$ cat config.mk
export PLATFORM = sky130hd
export DESIGN_NAME = servo_instruction_packet_builder
export DESIGN_NICKNAME = d
export VERILOG_FILES = /design/src/design/sipb_pkg.sv /design/src/design/servo_instruction_packet_builder.sv /design/src/design/sipb_front.sv /design/src/design/sipb_fifo.sv /design/src/design/sipb_back.sv
export SDC_FILE = /design/constraint.sdc
export NUM_CORES = 1
export LEC_CHECK = 0
export BUFFER_PORTS_ARGS = -buffer_cell sky130_fd_sc_hd__buf_4
export CORE_MARGIN = 2
export CORE_UTILIZATION = 45
export DETAILED_ROUTE_END_ITERATION = 12
export GPL_TIMING_DRIVEN = 1
export PLACE_DENSITY = 0.7
export SKIP_CTS_REPAIR_TIMING = 1
export SLEW_MARGIN = 15
export SYNTH_ARGS = -nofsm -noshare
export SYNTH_HDL_FRONTEND = slang
export SYNTH_SLANG_ARGS = --single-unit
$ cat constraint.sdc
create_clock -name clk_i -period 8.2 [get_ports clk_i]
set_input_delay 0.41 -clock clk_i [delete_from_list [all_inputs] [get_ports clk_i]]
set_output_delay 0.41 -clock clk_i [all_outputs]
set_load 0.005 [all_outputs]
$ cat src/design/sipb_pkg.sv
// ----------------------------------------------------------------------------
// sipb_pkg
// Shared types, instruction codes and the register width table for the
// servo instruction packet builder.
// ----------------------------------------------------------------------------
package sipb_pkg;

  localparam logic [7:0] HeaderByte = 8'hFF;

  // Instruction codes
  localparam logic [7:0] OpPing     = 8'd1;
  localparam logic [7:0] OpRead     = 8'd2;
  localparam logic [7:0] OpWrite    = 8'd3;
  localparam logic [7:0] OpRegWrite = 8'd4;
  localparam logic [7:0] OpAction   = 8'd5;
  localparam logic [7:0] OpReset    = 8'd6;

  // Byte positions inside a packet
  localparam logic [3:0] PosHdr0 = 4'd0;
  localparam logic [3:0] PosHdr1 = 4'd1;
  localparam logic [3:0] PosId   = 4'd2;
  localparam logic [3:0] PosLen  = 4'd3;
  localparam logic [3:0] PosOp   = 4'd4;
  localparam logic [3:0] PosBody = 4'd5;

  // Classified packet: everything the serializer needs
  typedef struct packed {
    logic [7:0]       device_id;
    logic [7:0]       len;
    logic [7:0]       op;
    logic [2:0][7:0]  body;
    logic [1:0]       nbody;
    logic [7:0]       csum;
  } pkt_t;

  // Parameter width (1 or 2 bytes) by control table address
  function automatic logic [1:0] reg_width(input logic [7:0] addr);
    logic [1:0] w;
    if (addr < 8'h02)      w = 2'd2;
    else if (addr < 8'h06) w = 2'd1;
    else if (addr < 8'h0B) w = 2'd2;
    else if (addr < 8'h0E) w = 2'd1;
    else if (addr < 8'h10) w = 2'd2;
    else if (addr < 8'h1E) w = 2'd1;
    else if (addr < 8'h2A) w = 2'd2;
    else if (addr < 8'h2F) w = 2'd1;
    else                   w = 2'd2;
    return w;
  endfunction

endpackage

$ cat src/design/servo_instruction_packet_builder.sv
// ----------------------------------------------------------------------------
// servo_instruction_packet_builder
// Turns servo commands into instruction packet byte streams.
// ----------------------------------------------------------------------------
// Usage:
//   A command transfers at a rising edge with start high and busy low.
//   Its packet leaves as one byte per cycle on tx_byte_o, marked by
//   strobe_o; last_o flags the checksum byte that closes the packet.
//   A command with no register yields no bytes unless it is ping, action or reset.
//   The command is registered into the queue, and its first header byte is
//   registered out once the serializer is idle. Throughput: one byte per
//   cycle; a packet has 6 to 9 bytes (ping/action/reset and unknown codes 6,
//   read 8, write 8 or 9). Packets follow each other with no gap.
//   A queue of QueueDepth descriptors decouples the classifier from the
//   serializer; busy is high while that queue is full.
//   Reset empties the queue and returns the serializer to the first header
//   byte; strobe_o and last_o are low during reset.
//   The receiver cannot stall: every byte is taken in its cycle.
// ----------------------------------------------------------------------------
module servo_instruction_packet_builder import sipb_pkg::*; #(
  parameter int unsigned QueueDepth = 2
) (
  input  logic        clk_i,
  input  logic        rst_ni,
  input  logic        start,
  output logic        busy,
  input  logic [7:0]  op_i,
  input  logic [7:0]  device_id_i,
  input  logic [7:0]  reg_addr_i,
  input  logic        reg_given_i,
  input  logic [15:0] param_i,
  output logic [7:0]  tx_byte_o,
  output logic        last_o,
  output logic        strobe_o
);

  logic accept, push, pop, empty, full;
  pkt_t pkt_in, pkt_head;

  assign busy   = full;
  assign accept = start && !full;

  // Classify incoming commands
  sipb_front u_front (
    .accept_i    (accept),
    .op_i        (op_i),
    .device_id_i (device_id_i),
    .reg_addr_i  (reg_addr_i),
    .reg_given_i (reg_given_i),
    .param_i     (param_i),
    .push_o      (push),
    .pkt_o       (pkt_in)
  );

  // Queue descriptors
  sipb_fifo #(.Depth(QueueDepth)) u_fifo (
    .clk_i   (clk_i),
    .rst_ni  (rst_ni),
    .push_i  (push),
    .data_i  (pkt_in),
    .pop_i   (pop),
    .data_o  (pkt_head),
    .empty_o (empty),
    .full_o  (full)
  );

  // Serialize packets
  sipb_back u_back (
    .clk_i     (clk_i),
    .rst_ni    (rst_ni),
    .pkt_i     (pkt_head),
    .empty_i   (empty),
    .pop_o     (pop),
    .tx_byte_o (tx_byte_o),
    .last_o    (last_o),
    .strobe_o  (strobe_o)
  );

endmodule

$ cat src/design/sipb_front.sv
// ----------------------------------------------------------------------------
// sipb_front
// Classifies one command into a packet descriptor: length byte, body bytes
// and checksum. Only ping, action and reset go out without a register.
// ----------------------------------------------------------------------------
module sipb_front import sipb_pkg::*; (
  input  logic       accept_i,
  input  logic [7:0] op_i,
  input  logic [7:0] device_id_i,
  input  logic [7:0] reg_addr_i,
  input  logic       reg_given_i,
  input  logic [15:0] param_i,
  output logic       push_o,
  output pkt_t       pkt_o
);

  logic       no_reg_needed;
  logic [1:0] width;
  logic [7:0] sum;

  // Decide whether the command yields a packet
  assign no_reg_needed = (op_i == OpPing) || (op_i == OpAction) || (op_i == OpReset);
  assign push_o        = accept_i && (no_reg_needed || reg_given_i);
  assign width         = reg_width(reg_addr_i);

  // Build length and body bytes
  always_comb begin
    pkt_o.device_id = device_id_i;
    pkt_o.op        = op_i;
    pkt_o.body      = '0;
    pkt_o.nbody     = 2'd0;
    pkt_o.len       = 8'd2;
    if (op_i == OpRead) begin
      pkt_o.len     = 8'd4;
      pkt_o.body[0] = reg_addr_i;
      pkt_o.body[1] = {6'd0, width};
      pkt_o.nbody   = 2'd2;
    end else if ((op_i == OpWrite) || (op_i == OpRegWrite)) begin
      pkt_o.len     = {6'd0, width} + 8'd3;
      pkt_o.body[0] = reg_addr_i;
      pkt_o.body[1] = param_i[7:0];
      pkt_o.body[2] = (width == 2'd2) ? param_i[15:8] : 8'd0;
      pkt_o.nbody   = width + 2'd1;
    end
    sum = device_id_i + pkt_o.len + op_i + pkt_o.body[0] + pkt_o.body[1]
        + pkt_o.body[2];
    pkt_o.csum = ~sum;
  end

endmodule

$ cat src/design/sipb_fifo.sv
// ----------------------------------------------------------------------------
// sipb_fifo
// Short descriptor queue between the classifier and the serializer.
// ----------------------------------------------------------------------------
module sipb_fifo import sipb_pkg::*; #(
  parameter int unsigned Depth = 2
) (
  input  logic clk_i,
  input  logic rst_ni,
  input  logic push_i,
  input  pkt_t data_i,
  input  logic pop_i,
  output pkt_t data_o,
  output logic empty_o,
  output logic full_o
);

  localparam int unsigned PtrW = (Depth > 1) ? $clog2(Depth) : 1;
  localparam int unsigned CntW = $clog2(Depth + 1);
  localparam logic [PtrW-1:0] LastPtr = PtrW'(Depth - 1);

  pkt_t            mem_q [Depth];
  logic [PtrW-1:0] wr_ptr_q, rd_ptr_q;
  logic [CntW-1:0] cnt_q;
  logic            do_push, do_pop;

  assign empty_o = (cnt_q == '0);
  assign full_o  = (cnt_q == CntW'(Depth));
  assign do_push = push_i && !full_o;
  assign do_pop  = pop_i && !empty_o;
  assign data_o  = mem_q[rd_ptr_q];

  // Store descriptors
  always_ff @(posedge clk_i) begin
    if (do_push) begin
      mem_q[wr_ptr_q] <= data_i;
    end
  end

  // Advance pointers and fill count
  always_ff @(posedge clk_i or negedge rst_ni) begin
    if (!rst_ni) begin
      wr_ptr_q <= '0;
      rd_ptr_q <= '0;
      cnt_q    <= '0;
    end else begin
      if (do_push) begin
        wr_ptr_q <= (wr_ptr_q == LastPtr) ? '0 : wr_ptr_q + 1'b1;
      end
      if (do_pop) begin
        rd_ptr_q <= (rd_ptr_q == LastPtr) ? '0 : rd_ptr_q + 1'b1;
      end
      if (do_push && !do_pop) begin
        cnt_q <= cnt_q + 1'b1;
      end else if (do_pop && !do_push) begin
        cnt_q <= cnt_q - 1'b1;
      end
    end
  end

endmodule

$ cat src/design/sipb_back.sv
// ----------------------------------------------------------------------------
// sipb_back
// Serializes the head descriptor, one packet byte per cycle, and pops it
// after the checksum byte.
// ----------------------------------------------------------------------------
module sipb_back import sipb_pkg::*; (
  input  logic       clk_i,
  input  logic       rst_ni,
  input  pkt_t       pkt_i,
  input  logic       empty_i,
  output logic       pop_o,
  output logic [7:0] tx_byte_o,
  output logic       last_o,
  output logic       strobe_o
);

  logic [3:0] pos_q, pos_d;
  logic [3:0] csum_pos;
  logic [1:0] body_idx;
  logic [7:0] byte_d;
  logic       last_d;
  logic [7:0] tx_byte_q;
  logic       last_q, strobe_q;

  assign csum_pos = PosBody + {2'd0, pkt_i.nbody};
  assign body_idx = 2'(pos_q - PosBody);
  assign last_d   = (pos_q == csum_pos);
  assign pop_o    = !empty_i && last_d;

  // Select the byte at the current position
  always_comb begin
    case (pos_q)
      PosHdr0: byte_d = HeaderByte;
      PosHdr1: byte_d = HeaderByte;
      PosId:   byte_d = pkt_i.device_id;
      PosLen:  byte_d = pkt_i.len;
      PosOp:   byte_d = pkt_i.op;
      default: byte_d = last_d ? pkt_i.csum : pkt_i.body[body_idx];
    endcase
  end

  // Step through the packet; wrap after the checksum
  always_comb begin
    pos_d = pos_q;
    if (!empty_i) begin
      pos_d = last_d ? PosHdr0 : pos_q + 4'd1;
    end
  end

  // Hold the byte counter
  always_ff @(posedge clk_i or negedge rst_ni) begin
    if (!rst_ni) begin
      pos_q    <= PosHdr0;
      strobe_q <= 1'b0;
      last_q   <= 1'b0;
    end else begin
      pos_q    <= pos_d;
      strobe_q <= !empty_i;
      last_q   <= !empty_i && last_d;
    end
  end

  // Register the outgoing byte
  always_ff @(posedge clk_i) begin
    tx_byte_q <= byte_d;
  end

  assign tx_byte_o = tx_byte_q;
  assign last_o    = last_q;
  assign strobe_o  = strobe_q;

endmodule

==> flow_metrics.py <==
metrics = {
    "sta": {
        "setup_viol": 0,
        "setup_tns_ns": 0,
        "rsz0062_at_grt": "false",
        "tightest_slew_ns": 0.947,
        "slew_violations": 0,
        "whs_ns": 0.205,
        "final.min_clock_period_ns": 5.00,
        "slew_headroom_pct": 36.8,
        "min_period_over_period_pct": 61.0,
        "hold_viol_final": 0,
        "skew_ns": 0.00938,
        "max_freq_mhz": 200,
    },
    "worst_hold_path": {
        "holdPathStages": 1,
        "hold_end": "u_fifo.mem_q[0][51]",
        "min_from": "device_id_i[1]",
        "min_path_type": "in2reg",
    },
    "status": {
        "status": "complete, no violations",
    },
    "placement": {
        "hpwl_mm": 9.16,
        "place_congestion": 0.895,
        "port_buffers": 54,
    },
    "clocking": {
        "cts_buffer_depth": 2,
        "cts_tree": "yes",
        "cts_buffers": 17,
        "cts_root_buf": "clkbuf_16",
        "cts.sinks": 122,
        "clk_pin_slew_ns": 0.05,
        "cts_htree_levels": 4,
        "worstSkewPairLatency_ns": 0.42,
    },
    "setup_path": {
        "startpoint_type": "primary input",
        "r2r-end": "u_fifo.cnt_q[1]",
        "r2r-start": "u_fifo.rd_ptr_q",
        "reg2reg_depth": 10,
        "cp.required_ns": 8.34,
        "rrSetupSlack_ns": 4.66,
        "cp.arrival_ns": 5.14,
        "end_kind": "flip-flop",
        "cp_max_fo": 16,
        "crit_type": "in2reg",
    },
    "routing": {
        "drc": 0,
        "initialDrtViolationCount": 383,
        "viasPerCell": 5.43,
        "vias": 3722,
        "antenna_left": 0,
        "wirelength_mm": 13.3,
        "detail_route.wl_per_cell_um": 19.3,
        "drt-pass1-iter-count": 5,
    },
    "layout": {
        "nets": 581,
        "drive_gt1_share_pct": 24.4,
        "nFillCells": 1077,
        "seq_area_um2": 3530,
        "multi_input_area_um2": 2310,
        "layout_commonest_cell": "edfxtp_1",
        "final_cell_mix": "edfxtp_1, buf_4, inv_1",
        "antenna-diode-count": 0,
        "syn_to_final_growth_pct": 19.5,
    },
    "synth": {
        "synth_seq_area_share_pct": 57.9,
        "ys.flop_type": "edfxtp_1",
        "synthCells": 433,
        "async_flop_share_pct": 8.20,
        "yosysUniqueCellTypes": 56,
        "synth_seq_cells": 122,
        "netlist_area_um2": 6100,
        "yosysWarnings": 0,
        "avgSynthCellArea_um2": 14.1,
        "syn_nets": 518,
        "synth_edf_count": 104,
    },
    "global_route": {
        "overflow": 0,
        "grt_pass1_wl_mm": 20.9,
        "grt_antenna_before_repair": 0,
        "first_global_vias": 3881,
        "grt_start_max_net_pins": 54,
        "grtUsageTotal_pct": 19.7,
    },
    "floorplan": {
        "ioPinCount": 55,
        "initial_core_util_pct": 46.1,
        "rows": 42,
        "die-area_um2": 14500,
        "die_h_um": 120,
        "fp.dieW_um": 120,
        "coreArea_um2": 13200,
    },
    "job": {
        "max_cap_violations": 0,
    },
    "pwr": {
        "ir_drop_mv": 0.159,
        "p_leak_nw": 2.84,
        "power_density_nw_per_um2": 319,
    },
}
==> worst max path at each step <==
stage | from | to | cells after the start
after floorplan | op_i[7] | u_fifo.mem_q[0][7] | 15
after global placement | op_i[7] | u_fifo.mem_q[0][7] | 14
after detailed placement | op_i[7] | u_fifo.mem_q[0][7] | 14
after CTS | op_i[7] | u_fifo.mem_q[1][7] | 14
after global routing | op_i[7] | u_fifo.mem_q[1][7] | 14
final | op_i[7] | u_fifo.mem_q[0][7] | 14
==> Yosys cell counts, types with 8 or more instances <==
library cell | count | area share (%)
a211oi_1 | 8 | 0.98
mux2_2 | 10 | 1.8
mux2i_1 | 14 | 2.3
nor2b_1 | 13 | 1.3
inv_1 | 51 | 3.1
fa_1 | 23 | 7.5
edfxtp_1 | 104 | 51
a21oi_1 | 9 | 0.74
nand2_1 | 16 | 0.98
mux4_2 | 8 | 3.0
nor2_1 | 19 | 1.2
dfxtp_1 | 8 | 2.6
a221oi_1 | 8 | 1.1
xnor2_1 | 14 | 2.0
dfrtp_1 | 10 | 4.1
ha_1 | 18 | 3.7
==> kinds of logic after synthesis <==
logic type                 synth area share [%]
buffers and inverters                      4.39
adders and majority gates                  11.2
xor gates and xnor gates                   2.93
AOI/OAI and AO/OA                          8.72
and+or+nand+nor                            7.71
DFF                                        57.9
muxes                                      7.10
==> per-stage QoR <==
stage | cell area (um^2) | power [mW] | utilization, % | setup WS [ns] | instances
global route | 7290 | 2.44 | 55.1 | 2.97 | 685
detailed placement | 6690 | 1.58 | 50.5 | 2.71 | 652
floorplan | 6100 | 1.35 | - | 3.48 | 433
global placement | 6690 | 1.56 | 50.5 | 2.95 | 652
CTS | 7280 | 2.33 | 55.0 | 3.13 | 684
finish | 7290 | 2.33 | 55.1 | 3.20 | 685
==> registers in the layout (all words and copies together) (netlist names) <==
| signal | count |
|---|---|
| u_back.last_o | 1 |
| u_back.pos_q | 4 |
| u_back.strobe_o | 1 |
| u_back.tx_byte_o | 8 |
| u_fifo.cnt_q | 2 |
| u_fifo.mem_q | 104 |
| u_fifo.rd_ptr_q | 1 |
| u_fifo.wr_ptr_q | 1 |
==> report_power, final <==
part / total [mW] / switching (mW) / leakage (nW) / internal (mW)
clock: 0.749 / 0.267 / 0.290 / 0.482
sequential: 0.865 / 0.0615 / 1.16 / 0.804
combinational: 0.714 / 0.408 / 1.39 / 0.306
==> worst max-delay path, stage by stage <==
cell and delay (ns):
buf_4 0.12, or4_1 0.66, a211oi_2 0.79, nand2_1 0.24
fa_1 0.56, fa_1 0.50, inv_1 0.06, fa_1 0.49
ha_1 0.24, a21o_1 0.18, a21oi_1 0.21, o21bai_1 0.09
a21oi_1 0.16, xnor3_1 0.42
==> layer usage <==
metal	wire [um]	global-route usage [%]	up-vias
met2	6280	30.0	128
li1	-	-	1709
met3	683	4.06	29
met1	5930	27.3	1856
met4	353	9.38	0
met5	0	0	-
==> cell type report <==
class | instances | share of cell area, %
sequential | 122 | 48.5
multi-input combinational | 246 | 31.7
clock buffer | 19 | 6.07
timing repair buffer | 58 | 6.00
tap | 176 | 3.02
inverter | 51 | 2.62
clock inverter | 13 | 2.08
Power figures use the tool's default switching activity.
